## src/sv/c2fw_pkg.sv

```systemverilog
// Shared types and constants for the Cartesian to fractional wrap unit.
package c2fw_pkg;

    // Width of the exact cofactor sums, determinant and numerators.
    localparam int NW = 100;
    // Restoring division steps: integer part of the numerator plus 32 fraction bits.
    localparam int DIV_STEPS = NW + 32;
    localparam int DIM = 3;

    typedef logic signed [31:0] elem_t;
    typedef logic signed [NW-1:0] wide_t;
    typedef logic signed [64:0] cof_t;

    typedef struct packed {
        logic mac_start;
        logic div_start;
    } lane_ctrl_t;

    typedef struct packed {
        logic mac_done;
        logic div_done;
    } lane_stat_t;

    function automatic logic signed [32:0] sx33(input elem_t e);
        return {e[31], e};
    endfunction

endpackage

```

## src/sv/c2fw_div.sv

```systemverilog
// Per-lane restoring divider giving the low 32 bits of the floored quotient.
module c2fw_div (
    input  logic                    clk,
    input  logic                    rst_n,
    input  c2fw_pkg::lane_ctrl_t    ctrl,
    input  c2fw_pkg::wide_t         num,
    input  c2fw_pkg::wide_t         det,
    output logic [31:0]             frac,
    output logic                    done
);

    localparam int DW = c2fw_pkg::NW;

    logic [7:0]         cnt_reg;
    logic               busy_reg;
    logic               fin_reg;
    logic               neg_reg;
    logic [DW+31:0]     dvd_reg;
    logic [DW-1:0]      dsr_reg;
    logic [DW-1:0]      rem_reg;
    logic [31:0]        q_reg;

    logic [DW:0]        trial;
    logic [DW:0]        diff;
    logic               ge;
    logic [DW-1:0]      num_abs;
    logic [DW-1:0]      det_abs;
    logic [31:0]        q_adj;

    assign num_abs = num[DW-1] ? DW'(-num) : DW'(num);
    assign det_abs = det[DW-1] ? DW'(-det) : DW'(det);
    assign trial   = {rem_reg, dvd_reg[DW+31]};
    assign diff    = trial - {1'b0, dsr_reg};
    assign ge      = !diff[DW];

    always_ff @(posedge clk or negedge rst_n)
    begin
        if (!rst_n)
        begin
            cnt_reg  <= '0;
            busy_reg <= 1'b0;
            fin_reg  <= 1'b0;
        end
        else
        begin
            fin_reg <= 1'b0;
            if (ctrl.div_start)
            begin
                cnt_reg  <= '0;
                busy_reg <= 1'b1;
            end
            else if (busy_reg)
            begin
                cnt_reg <= cnt_reg + 8'd1;
                if (cnt_reg == 8'(c2fw_pkg::DIV_STEPS - 1))
                begin
                    busy_reg <= 1'b0;
                    fin_reg  <= 1'b1;
                end
            end
        end
    end

    always_ff @(posedge clk)
    begin
        if (ctrl.div_start)
        begin
            neg_reg <= num[DW-1] ^ det[DW-1];
            dvd_reg <= {num_abs, 32'b0};
            dsr_reg <= det_abs;
            rem_reg <= '0;
            q_reg   <= '0;
        end
        else if (busy_reg)
        begin
            dvd_reg <= {dvd_reg[DW+30:0], 1'b0};
            rem_reg <= ge ? diff[DW-1:0] : trial[DW-1:0];
            q_reg   <= {q_reg[30:0], ge};
        end
    end

    // A negative quotient floors away from zero when the remainder is not zero.
    assign q_adj = q_reg + {31'b0, |rem_reg};
    assign frac  = neg_reg ? (~q_adj + 32'd1) : q_reg;
    assign done  = fin_reg;

endmodule

```

## config.mk

```make
export PLATFORM = sky130hd
export DESIGN_NAME = c2fw_div
export DESIGN_NICKNAME = d
export VERILOG_FILES = /design/src/sv/c2fw_pkg.sv /design/src/sv/c2fw_div.sv
export SDC_FILE = /design/constraint.sdc
export NUM_CORES = 1
export LEC_CHECK = 0
export BUFFER_PORTS_ARGS = -buffer_cell sky130_fd_sc_hd__buf_2
export CELL_PAD_IN_SITES_DETAIL_PLACEMENT = 1
export CELL_PAD_IN_SITES_GLOBAL_PLACEMENT = 2
export CORE_ASPECT_RATIO = 0.75
export CORE_MARGIN = 10
export CORE_UTILIZATION = 35
export DETAILED_ROUTE_END_ITERATION = 10
export HOLD_SLACK_MARGIN = 0.05
export PLACE_DENSITY_LB_ADDON = 0.1
export SYNTH_ARGS = -nofsm -noshare
export SYNTH_HDL_FRONTEND = slang
export SYNTH_SLANG_ARGS = --single-unit
```

## constraint.sdc

```tcl
create_clock -name clk -period 12.25 [get_ports clk]
set_input_delay 0.6125 -clock clk [delete_from_list [all_inputs] [get_ports clk]]
set_output_delay 0.6125 -clock clk [all_outputs]
set_load 0.01 [all_outputs]
```

* Word-level counts from Yosys, hierarchy flattened
Cells that the tools add are included.
** Storage, ports and cells
- Output and inout port bits :: 33
- Register bits after elaboration :: 343
** Operators by class
- Equal/unequal tests :: 1
- $add $sub $neg :: 6
- Reduce and logical (&&, ||, !) cells :: 3
- Bitwise operators :: 2
- Multiplexer cells :: 14
** Operators with widths (number)
- $mux 132 :: 2
- $mux 100 :: 2
- $neg 100->100 :: 2
- $sub 101x100->101 :: 1
- $reduce_or 100->1 :: 1
- $mux 99 :: 1
- $add 32x1->32 :: 1
- $add 32x1->32 const B :: 1
- $mux 32 :: 1
- $not 32->32 :: 1
- $mux 8 :: 2
- $add 8x1->8 const B :: 1
- $eq 8x8->1 const B :: 1
- $mux 1 :: 6
- $reduce_bool 2->1 :: 1
- $logic_not 1->1 :: 1
- $xor 1x1->1 :: 1

* Longest topological paths before layout
Gate-level depths: netlist of run 1.
- Depth in word-level cells :: 5
- Mapped depth :: 19
- Mapped depth without buffers :: 17

* Worst setup path before layout of run 1
No wires, ideal clock.
- Kind :: flip-flop to output port
- Start point :: register rem_reg[99]
- End point :: output frac[29]
- Data required time :: 11637 ps
- Buffers on the path :: 3
- Slack :: 7157 ps
- Stages on the path, launching flop included :: 20
- Arrival :: 4481 ps
- Cell sequence :: dfxtp_1 > nor4_1 > nand4_1 > nor4_1 > nand2_1 > ha_1 > ha_1 > clkbuf_1 > xnor2_1 > nand3_1 > or2_2 > clkbuf_1 > or3b_2 > or3_1 > clkbuf_1 > or4_1 > and3b_1 > xor2_1 > nand2_1 > xnor2_1
** On the way
- Cells in the longest elaborated chain, start to end :: 5
** Ends and longest elaborated chain
- start: declaration :: RTL line c2fw_div.sv:20 : logic [DW-1:0] rem_reg;
- start signal: assignment :: RTL line c2fw_div.sv:77 : rem_reg <= ge ? diff[DW-1:0] : trial[DW-1:0];
- $reduce_or 100->1 :: RTL line c2fw_div.sv:83 : assign q_adj = q_reg + {31'b0, |rem_reg};
- $add 32x1->32 :: RTL line c2fw_div.sv:83
- $not 32->32 :: RTL line c2fw_div.sv:84 : assign frac = neg_reg ? (~q_adj + 32'd1) : q_reg;
- $add 32x1->32 :: RTL line c2fw_div.sv:84
- $mux 32 :: RTL line c2fw_div.sv:84
- end: declaration :: RTL line c2fw_div.sv:8 : output logic [31:0] frac,
No other way between the ends.

* Final worst setup path of run 1
Ends and elaborated chain as after synthesis.

==> results.cfg, run 1 <==
[finish]
syn_to_final_growth_pct = 12.3
layout_commonest_cell = nor2_1
mostFrequentLayoutCells = nor2_1 (360), nand2_1 (274), a21oi_1 (253)
drive_gt1_frac = 0.113
final_nets = 3572

[global_route]
grt_start_max_net_pins = 229
grt_pass1_vias = 24300
antenna_found_initial = 4
grt_overflow = 0
grt_usage = 0.203
grt_first_pass_wirelength_um = 142000

[cts]
cts_tree = built
cts-root-buf = clkbuf_16
clk_pin_slew_ns = 0.07
clk_latency_ns = 0.60
cts_buffer_depth = 3
h-tree-depth = 2
cts_setup_buffers = 0
cts.sinks = 343
numCtsBuffers = 41

[power_and_ir_drop]
cellPowerDensity_nw_per_um2 = 106
finalPower_mw = 3.11
clkPwrFrac = 0.408
ir_drop_mv = 0.113
p_sw_mw = 0.886
seqPwrFrac = 0.430
power_frac_comb = 0.162
total_leakage_power_nw = 11.6
switching_share = 0.285
intPower_mw = 2.23

[hold_path]
hp-class = in -> reg
whs_endpoint = dsr_reg[0]$_DFFE_PP_
hold_start = det[0]
worstHoldPathCells = 1

[yosys]
yosysWarnings = 0
synth_area_per_cell_um2 = 8.27
ys_seq_area_frac = 0.342
async_reset_ff_frac = 0.0292
synth_enable_flop_cells = 201
syn-num-nets = 3468
syn_area_um2 = 26100
ys.flop_type = edfxtp_1
ys_ff_latch = 343
ys_types = 82
netlist_instances = 3157

[timing]
slew_headroom = 0.141
post-route-period-util = 0.609
min_period_ns = 7.46
skew_ns = 0.0296
slew_viol_final = 0
setup_viol_count_final = 0
hold_viol_final = 0
tns_ns = 0
rsz0062_at_grt = false
max_freq_mhz = 134
worst_pin_slew_ns = 1.29

[setup_path]
critPathKind = reg -> out
reg2reg_to = rem_reg[81]$_SDFFE_PP0P_
max_stage_delay_ns = 0.94
path_cells = nor4_1 -> nand4_1 -> nor4_1 -> nand2_1 -> ha_1 -> ha_1 -> nand4_1 -> nor3_1 -> buf_4 -> xnor2_1 -> a31o_2 -> or3b_2 -> or3_1 -> or4_1 -> and3b_1 -> xor2_1 -> nand2_1 -> xnor2_1 -> buf_2
ff2ff_path_depth = 16
cp_max_fo = 11
cp_slowest_cell = nor4_1
arrival_ns = 6.85
r2r_start = dvd_reg[131]$_DFFE_PP_
cp.required_ns = 11.64
crit_path_end_kind = primary output
r2r_slack_ns = 6.01
critPathLaunchType = flip-flop

[job]
drv_cap = 0

[die]
start_util = 0.354
die_y_um = 257
dieArea_um2 = 86000
core_area_um2 = 73700
die_w_um = 335
num_rows = 86
ioPinCount = 237

[placement]
gp_congestion = 0.883
dp_hpwl_um = 69400
io_buffers = 235

[detailed_routing]
first_iter_violations = 1508
totalWireLength_um = 90800
drt-vias-per-instance = 5.65
drtPass1Iterations = 5
post-route-drc-count = 0
drtAntennaViolNets = 0
drt-wirelength-per-cell_um = 21.3
routed-via-count = 24100

[status]
status = finished, final reports clean
==> critical path, delay by kind of cell (launching register included) <==
family | cells | cell delay [ns]
buffers and inverters | 2 | 0.33
and+or+nand+nor | 11 | 4.28
adders and majority gates | 2 | 0.61
xor gates and xnor gates | 3 | 0.47
DFF | 1 | 0.37
AOI/OAI and AO/OA | 1 | 0.20
==> cells by family (layout without fill, tap and decap cells) <==
kind of cell	count (synthesis)	after routing	synth area share
and+or+nand+nor	1099	1099	0.200
AOI/OAI and AO/OA	822	822	0.202
buffers and inverters	347	484	0.0508
DFF	343	343	0.342
xor gates and xnor gates	326	326	0.109
muxes	113	113	0.0440
adders and majority gates	107	107	0.0516
other	0	4	0
==> area by class of cell <==
cell class | count | area, µm²
sequential | 343 | 8930
clock inverter | 24 | 258
clock buffer | 52 | 1100
multi-input combinational | 2467 | 15900
timing repair buffer | 256 | 1360
inverter | 152 | 571
tap | 968 | 1210
fill | 8758 | 44400
antenna | 4 | 10.0
==> power groups by stage <==
stage	Clock, mW	Combinational, mW	Sequential [mW]
6_report	1.27	0.503	1.34
5_1_grt	1.36	0.563	1.35
4_1_cts	1.31	0.506	1.34
3_5_place_dp	0	0.502	1.36
3_3_place_gp	0	0.492	1.36
2_1_floorplan	0	0.324	1.35
==> how the worst max path moves through the flow <==
| stage | start | endpoint | slack (ns) | depth (start not counted) |
|---|---|---|---|---|
| after floorplan | rem_reg[99]$_SDFFE_PP0P_ | frac[29] | 7.16 | 19 |
| after global placement | rem_reg[99]$_SDFFE_PP0P_ | frac[29] | 5.56 | 19 |
| after detailed placement | rem_reg[99]$_SDFFE_PP0P_ | frac[29] | 5.43 | 19 |
| after CTS | rem_reg[99]$_SDFFE_PP0P_ | frac[29] | 4.75 | 19 |
| after global routing | rem_reg[99]$_SDFFE_PP0P_ | frac[30] | 4.24 | 19 |
| final | rem_reg[99]$_SDFFE_PP0P_ | frac[29] | 4.79 | 19 |
==> per-layer routing <==
layer | global-route usage | share of wire
met1 | 0.297 | 0.50
met2 | 0.318 | 0.45
met3 | 0.0268 | 0.039
met4 | 0.0360 | 0.012
met5 | 0 | 0.00020
==> through the flow <==
stage | utilization | worst slack [ns] | area [µm²] | hold WS, ns | instances
floorplan | - | 7.16 | 26100 | 0.317 | 3157
global placement | 0.379 | 5.56 | 27900 | 0.487 | 4185
detailed placement | 0.379 | 5.43 | 27900 | 0.493 | 4185
CTS | 0.397 | 4.75 | 29300 | 0.247 | 4262
global route | 0.398 | 4.24 | 29300 | 0.265 | 4264
finish | 0.398 | 4.79 | 29300 | 0.289 | 4266
==> synthesized netlist by cell type, drive strengths merged (13+ instances only) <==
cell    instances  area share
clkbuf        174       0.025
edfxtp        201        0.23
a31oi          17      0.0041
a21oi         253       0.049
xnor2         185       0.062
a211oi         74       0.021
nand3          67       0.013
o21ai         170       0.033
or4            27      0.0082
o21bai         23      0.0066
xor2          141       0.047
dfxtp         132        0.10
inv           151       0.022
o211ai         21      0.0060
buf            21      0.0039
nor4           54       0.013
nand2         276       0.040
nand4          70       0.017
o21a           24      0.0069
a311oi         16      0.0054
and3           23      0.0055
mux2i         100       0.038
a21boi         14      0.0042
or3            45       0.011
mux2           13      0.0056
nor3           85       0.016
nand2b         26      0.0062
a21o           45       0.013
o31ai          60       0.018
o41ai          37       0.013
ha            106       0.051
or2            15      0.0036
nor2b          18      0.0043
nor2          361       0.052
==> timing repair <==
item / 4_1_cts / 5_1_grt
hold buffers: 1 / 0
endpoints found under the hold margin: 10 / 0
gates resized for setup: 0 / 0
No activity file was read; power rests on OpenSTA's default activity.
==> run 2: changes to the inputs <==
clock period = 7.39 ns   (was 12.25 ns; I/O delays follow)
==> results.cfg, run 2 (synthesis results as in run 1) <==
[hold_path]
hp-class = in -> reg
hold_start = det[55]

[placement]
gp_congestion = 0.881
dp.cells = 4188
io_buffers = 235
dp_hpwl_um = 70200
dp_slack_ns = 1.10

[cts]
cts.sinks = 343
h-tree-depth = 2
numCtsBuffers = 41
cts_tree = built
cts_buffer_depth = 3
clk_latency_ns = 0.60
clk_pin_slew_ns = 0.06
cts_setup_buffers = 0
cts-root-buf = clkbuf_16

[detailed_routing]
drtPass1Iterations = 5
totalWireLength_um = 91200
first_iter_violations = 1579
drtAntennaViolNets = 0
drt-wirelength-per-cell_um = 21.3
drt-vias-per-instance = 5.62
post-route-drc-count = 0
routed-via-count = 24000

[setup_path]
critPathKind = reg -> out
r2r_start = dvd_reg[131]$_DFFE_PP_
r2r_slack_ns = 2.05
arrival_ns = 6.44
path_cells = nor4_1 -> nand4_1 -> nor4_1 -> nand2_1 -> ha_1 -> ha_1 -> nand4_1 -> nor3_1 -> buf_4 -> xnor2_1 -> a31o_2 -> or3b_2 -> or3_1 -> or4_1 -> and3b_1 -> xor2_1 -> nand2_1 -> xnor2_1 -> buf_2
crit_path_end_kind = primary output
cp-startpoint = rem_reg[42]$_SDFFE_PP0P_
cp_top_family = simple AND/OR/NAND/NOR gates
cp_slowest_cell = nor4_1
cp.depth = 19
cp.buffers_inverters = 2
endpoint = frac[29]
cp.required_ns = 7.02
cp_max_fo = 11
max_stage_delay_ns = 0.82
critPathLaunchType = flip-flop
reg2reg_to = rem_reg[48]$_SDFFE_PP0P_
ff2ff_path_depth = 15

[power_and_ir_drop]
finalPower_mw = 5.12
ir_drop_mv = 0.190
total_leakage_power_nw = 11.6
cellPowerDensity_nw_per_um2 = 174

[timing]
slew_viol_final = 0
max_freq_mhz = 147
hold_viol_final = 0
fin_ws_ns = 0.582
post-route-period-util = 0.921
worst_pin_slew_ns = 1.16
min_period_ns = 6.81
tns_ns = 0
skew_ns = 0.0237
slew_headroom = 0.225
rsz0062_at_grt = false
setup_viol_count_final = 0

[die]
core_area_um2 = 73700
ioPinCount = 237
start_util = 0.354
die_y_um = 257
num_rows = 86
dieArea_um2 = 86000
die_w_um = 335

[finish]
final_nets = 3583
finalNonFillerCells = 4281
mostFrequentLayoutCells = nor2_1 (360), nand2_1 (274), a21oi_1 (253)
layout_commonest_cell = nor2_1
syn_to_final_growth_pct = 12.6
drive_gt1_frac = 0.112

[global_route]
antenna_found_initial = 10
grt_usage = 0.206
grt_pass1_vias = 24700
grt_overflow = 0
grt_start_max_net_pins = 187
grt_first_pass_wirelength_um = 144000

[status]
status = finished, final reports clean

[job]
drv_cap = 0
==> run 2: cell types whose count changed in the layout (fill, tap and decap cells not counted), sizes merged <==
cell | previous run | this run
diode | 4 | 8
clkbuf | 52 | 56
clkinv | 15 | 13
bufinv | 4 | 3
inv | 152 | 153
buf | 255 | 258
clkinvlp | 5 | 3
dlygate4sd3 | 1 | 9
==> run 2: worst min-delay path by stage <==
stage / end / slack [ns] / depth (start not counted)
floorplan: busy_reg$_DFF_PN0_ / 0.07 / 0
global placement: cnt_reg[5]$_DFFE_PN0P_ / 0.24 / 1
detailed placement: cnt_reg[5]$_DFFE_PN0P_ / 0.25 / 1
CTS: dsr_reg[50]$_DFFE_PP_ / 0.05 / 2
global route: dsr_reg[43]$_DFFE_PP_ / 0.07 / 2
finish: dsr_reg[55]$_DFFE_PP_ / 0.09 / 2
==> run 2: area by class of cell <==
cell class	count	area, µm²
Sequential cell	343	8930
Fill cell	8766	44300
Inverter	152	571
Multi-Input combinational cell	2467	15900
Timing Repair Buffer	267	1480
Antenna cell	8	20.0
Clock buffer	56	1100
Tap cell	968	1210
Clock inverter	20	213
==> run 2: stage by stage <==
stage	instance area (µm²)	hold WS [ns]	util
global route	29400	0.0749	0.399
floorplan	26100	0.0739	-
global placement	28000	0.241	0.379
finish	29400	0.0900	0.399
CTS	29400	0.0524	0.398
detailed placement	28000	0.251	0.379
==> run 2: routing by layer <==
layer  vias to the layer above  global-route usage  part of all wire
met4                         2              0.0437             0.016
li1                      11700                   -                 -
met2                       420               0.316              0.44
met1                     11800               0.304              0.50
met5                         -                   0           0.00020
met3                        74              0.0291             0.045
==> run 2: timing repair <==
item / CTS / global route
resized for setup: 0 / 0
hold buffers: 9 / 0
hold endpoints to repair: 18 / 0
==> run 2: power breakdown <==
group	switching, mW	internal, mW	leakage, nW
combinational	0.526	0.312	7.76
sequential	0.0391	2.18	3.21
clock	0.900	1.16	0.633
==> run 3: changes to the inputs <==
==> constraint.sdc (replaced) <==
create_clock -name clk -period 7.39 [get_ports clk]
set_input_delay 0.3695 -clock clk [delete_from_list [all_inputs] [get_ports clk]]
set_output_delay 0.3695 -clock clk [all_outputs]
set_load 0.02 [all_outputs]
==> results.cfg, run 3 (synthesis results as in run 1) <==
[timing]
hold_viol_final = 0
worst_pin_slew_ns = 1.16
tns_ns = 0
skew_ns = 0.0209
fin_ws_ns = 0.600
max_freq_mhz = 147
rsz0062_at_grt = false
slew_viol_final = 0
min_period_ns = 6.79
post-route-period-util = 0.919
slew_headroom = 0.222
setup_viol_count_final = 0

[cts]
ctsResizeCount = 0
cts_setup_buffers = 0
clk_pin_slew_ns = 0.06
cts_buffer_depth = 3
cts.sinks = 343
postCtsHoldBufs = 3
numCtsBuffers = 43
h-tree-depth = 2
cts-root-buf = clkbuf_16
cts_tree = built
clk_latency_ns = 0.60

[power_and_ir_drop]
power_frac_comb = 0.163
p_sw_mw = 1.47
clkPwrFrac = 0.413
total_leakage_power_nw = 11.6
seqPwrFrac = 0.424
cellPowerDensity_nw_per_um2 = 178
intPower_mw = 3.76
ir_drop_mv = 0.129
switching_share = 0.282

[finish]
layout_commonest_cell = nor2_1
syn_to_final_growth_pct = 12.7
final_area_um2 = 29400
mostFrequentLayoutCells = nor2_1 (360), nand2_1 (274), a21oi_1 (253)
finalNonFillerCells = 4280
n_fill_cell = 8785
utilization = 0.399
drive_gt1_frac = 0.113
final_nets = 3581

[placement]
io_buffers = 235
placed_area_um2 = 28000
dp.cells = 4190
dp_hpwl_um = 70600
dp_slack_ns = 1.22
gp_congestion = 0.875

[setup_path]
cp_slowest_cell = nor4_1
critPathKind = reg -> out
path_cells = nor4_1 -> nand4_1 -> nor4_1 -> nand2_1 -> ha_1 -> ha_1 -> xnor2_1 -> nand3_1 -> or2_2 -> or3b_2 -> or3_1 -> or4_1 -> and3b_1 -> xor2_1 -> nand2_1 -> xnor2_1 -> buf_2
cp.buffers_inverters = 1
max_stage_delay_ns = 0.89
arrival_ns = 6.42
cp_max_fo = 11
cp.required_ns = 7.02
crit_path_end_kind = primary output
critPathLaunchType = flip-flop
cp_top_family = simple AND/OR/NAND/NOR gates

[global_route]
grt.met3_usage = 0.0313
use_met2 = 0.311
met1_usage = 0.299
grt_pass1_vias = 24300
antenna_found_initial = 7
grt_overflow = 0
grt_usage = 0.204
grt_start_max_net_pins = 102
top_usage_layer = met2
grt_first_pass_wirelength_um = 143000

[die]
dieArea_um2 = 86000
die_y_um = 257
core_area_um2 = 73700
num_rows = 86
die_w_um = 335
start_util = 0.354
ioPinCount = 237

[detailed_routing]
drt-vias-per-instance = 5.61
first_iter_violations = 1553
drt-wirelength-per-cell_um = 21.3
routed-via-count = 24000
totalWireLength_um = 91100
post-route-drc-count = 0
drtPass1Iterations = 5
drtAntennaViolNets = 0

[hold_path]
hp-class = in -> reg

[status]
status = finished, final reports clean

[job]
drv_cap = 0
-- run 3: cell type report --
type | count | area [µm²] | area share
Tap cell | 968 | 1210 | 0.0412
Clock inverter | 15 | 176 | 0.00599
Multi-Input combinational cell | 2467 | 15900 | 0.539
Antenna cell | 7 | 17.5 | 0.000595
Inverter | 152 | 571 | 0.0194
Clock buffer | 65 | 1240 | 0.0421
Sequential cell | 343 | 8930 | 0.303
Timing Repair Buffer | 263 | 1420 | 0.0482
-- run 3: per-stage QoR --
stage / power (mW) / hold WS (ns)
2_1_floorplan: 2.79 / 0.0739
3_3_place_gp: 3.09 / 0.240
3_5_place_dp: 3.11 / 0.257
4_1_cts: 5.30 / 0.0531
5_1_grt: 5.48 / 0.0695
6_report: 5.23 / 0.0897
-- run 3: worst paths after layout --
check,depth (start not counted),slack (ns),startpoint,endpoint
worst max-delay path,17,0.60,rem_reg[42]$_SDFFE_PP0P_,frac[29]
worst min-delay path,2,0.09,det[61],dsr_reg[61]$_DFFE_PP_
worst max register to register,15,2.03,dvd_reg[131]$_DFFE_PP_,rem_reg[48]$_SDFFE_PP0P_
worst min register to register,2,0.51,rem_reg[8]$_SDFFE_PP0P_,rem_reg[8]$_SDFFE_PP0P_
max in group asynchronous,2,6.94,rst_n,busy_reg$_DFF_PN0_
min in group asynchronous,2,0.21,rst_n,cnt_reg[3]$_DFFE_PN0P_
-- run 3: power groups by stage --
stage               Clock, mW  Sequential, mW  Combinational (mW)
floorplan                   0            2.24               0.550
global placement            0            2.26               0.832
detailed placement          0            2.26               0.848
CTS                      2.23            2.22               0.856
global route             2.30            2.23               0.949
finish                   2.16            2.22               0.850
-- run 3: routing by layer --
layer	wire length [µm]	vias to the layer above
li1	-	11700
met1	46000	11900
met2	39900	321
met3	3740	88
met4	1470	0
met5	0	-
-- run 3: worst register-to-register path, delay by kind of cell, from the launching register on --
family / cells / cell delay [ns]
AND/OR/NAND/NOR: 3 / 0.76
adder cells (fa/ha/maj): 2 / 0.62
flip-flops: 1 / 0.37
multiplexers: 1 / 0.45
buffers and inverters: 3 / 0.73
AO/OA/AOI/OAI: 6 / 2.26
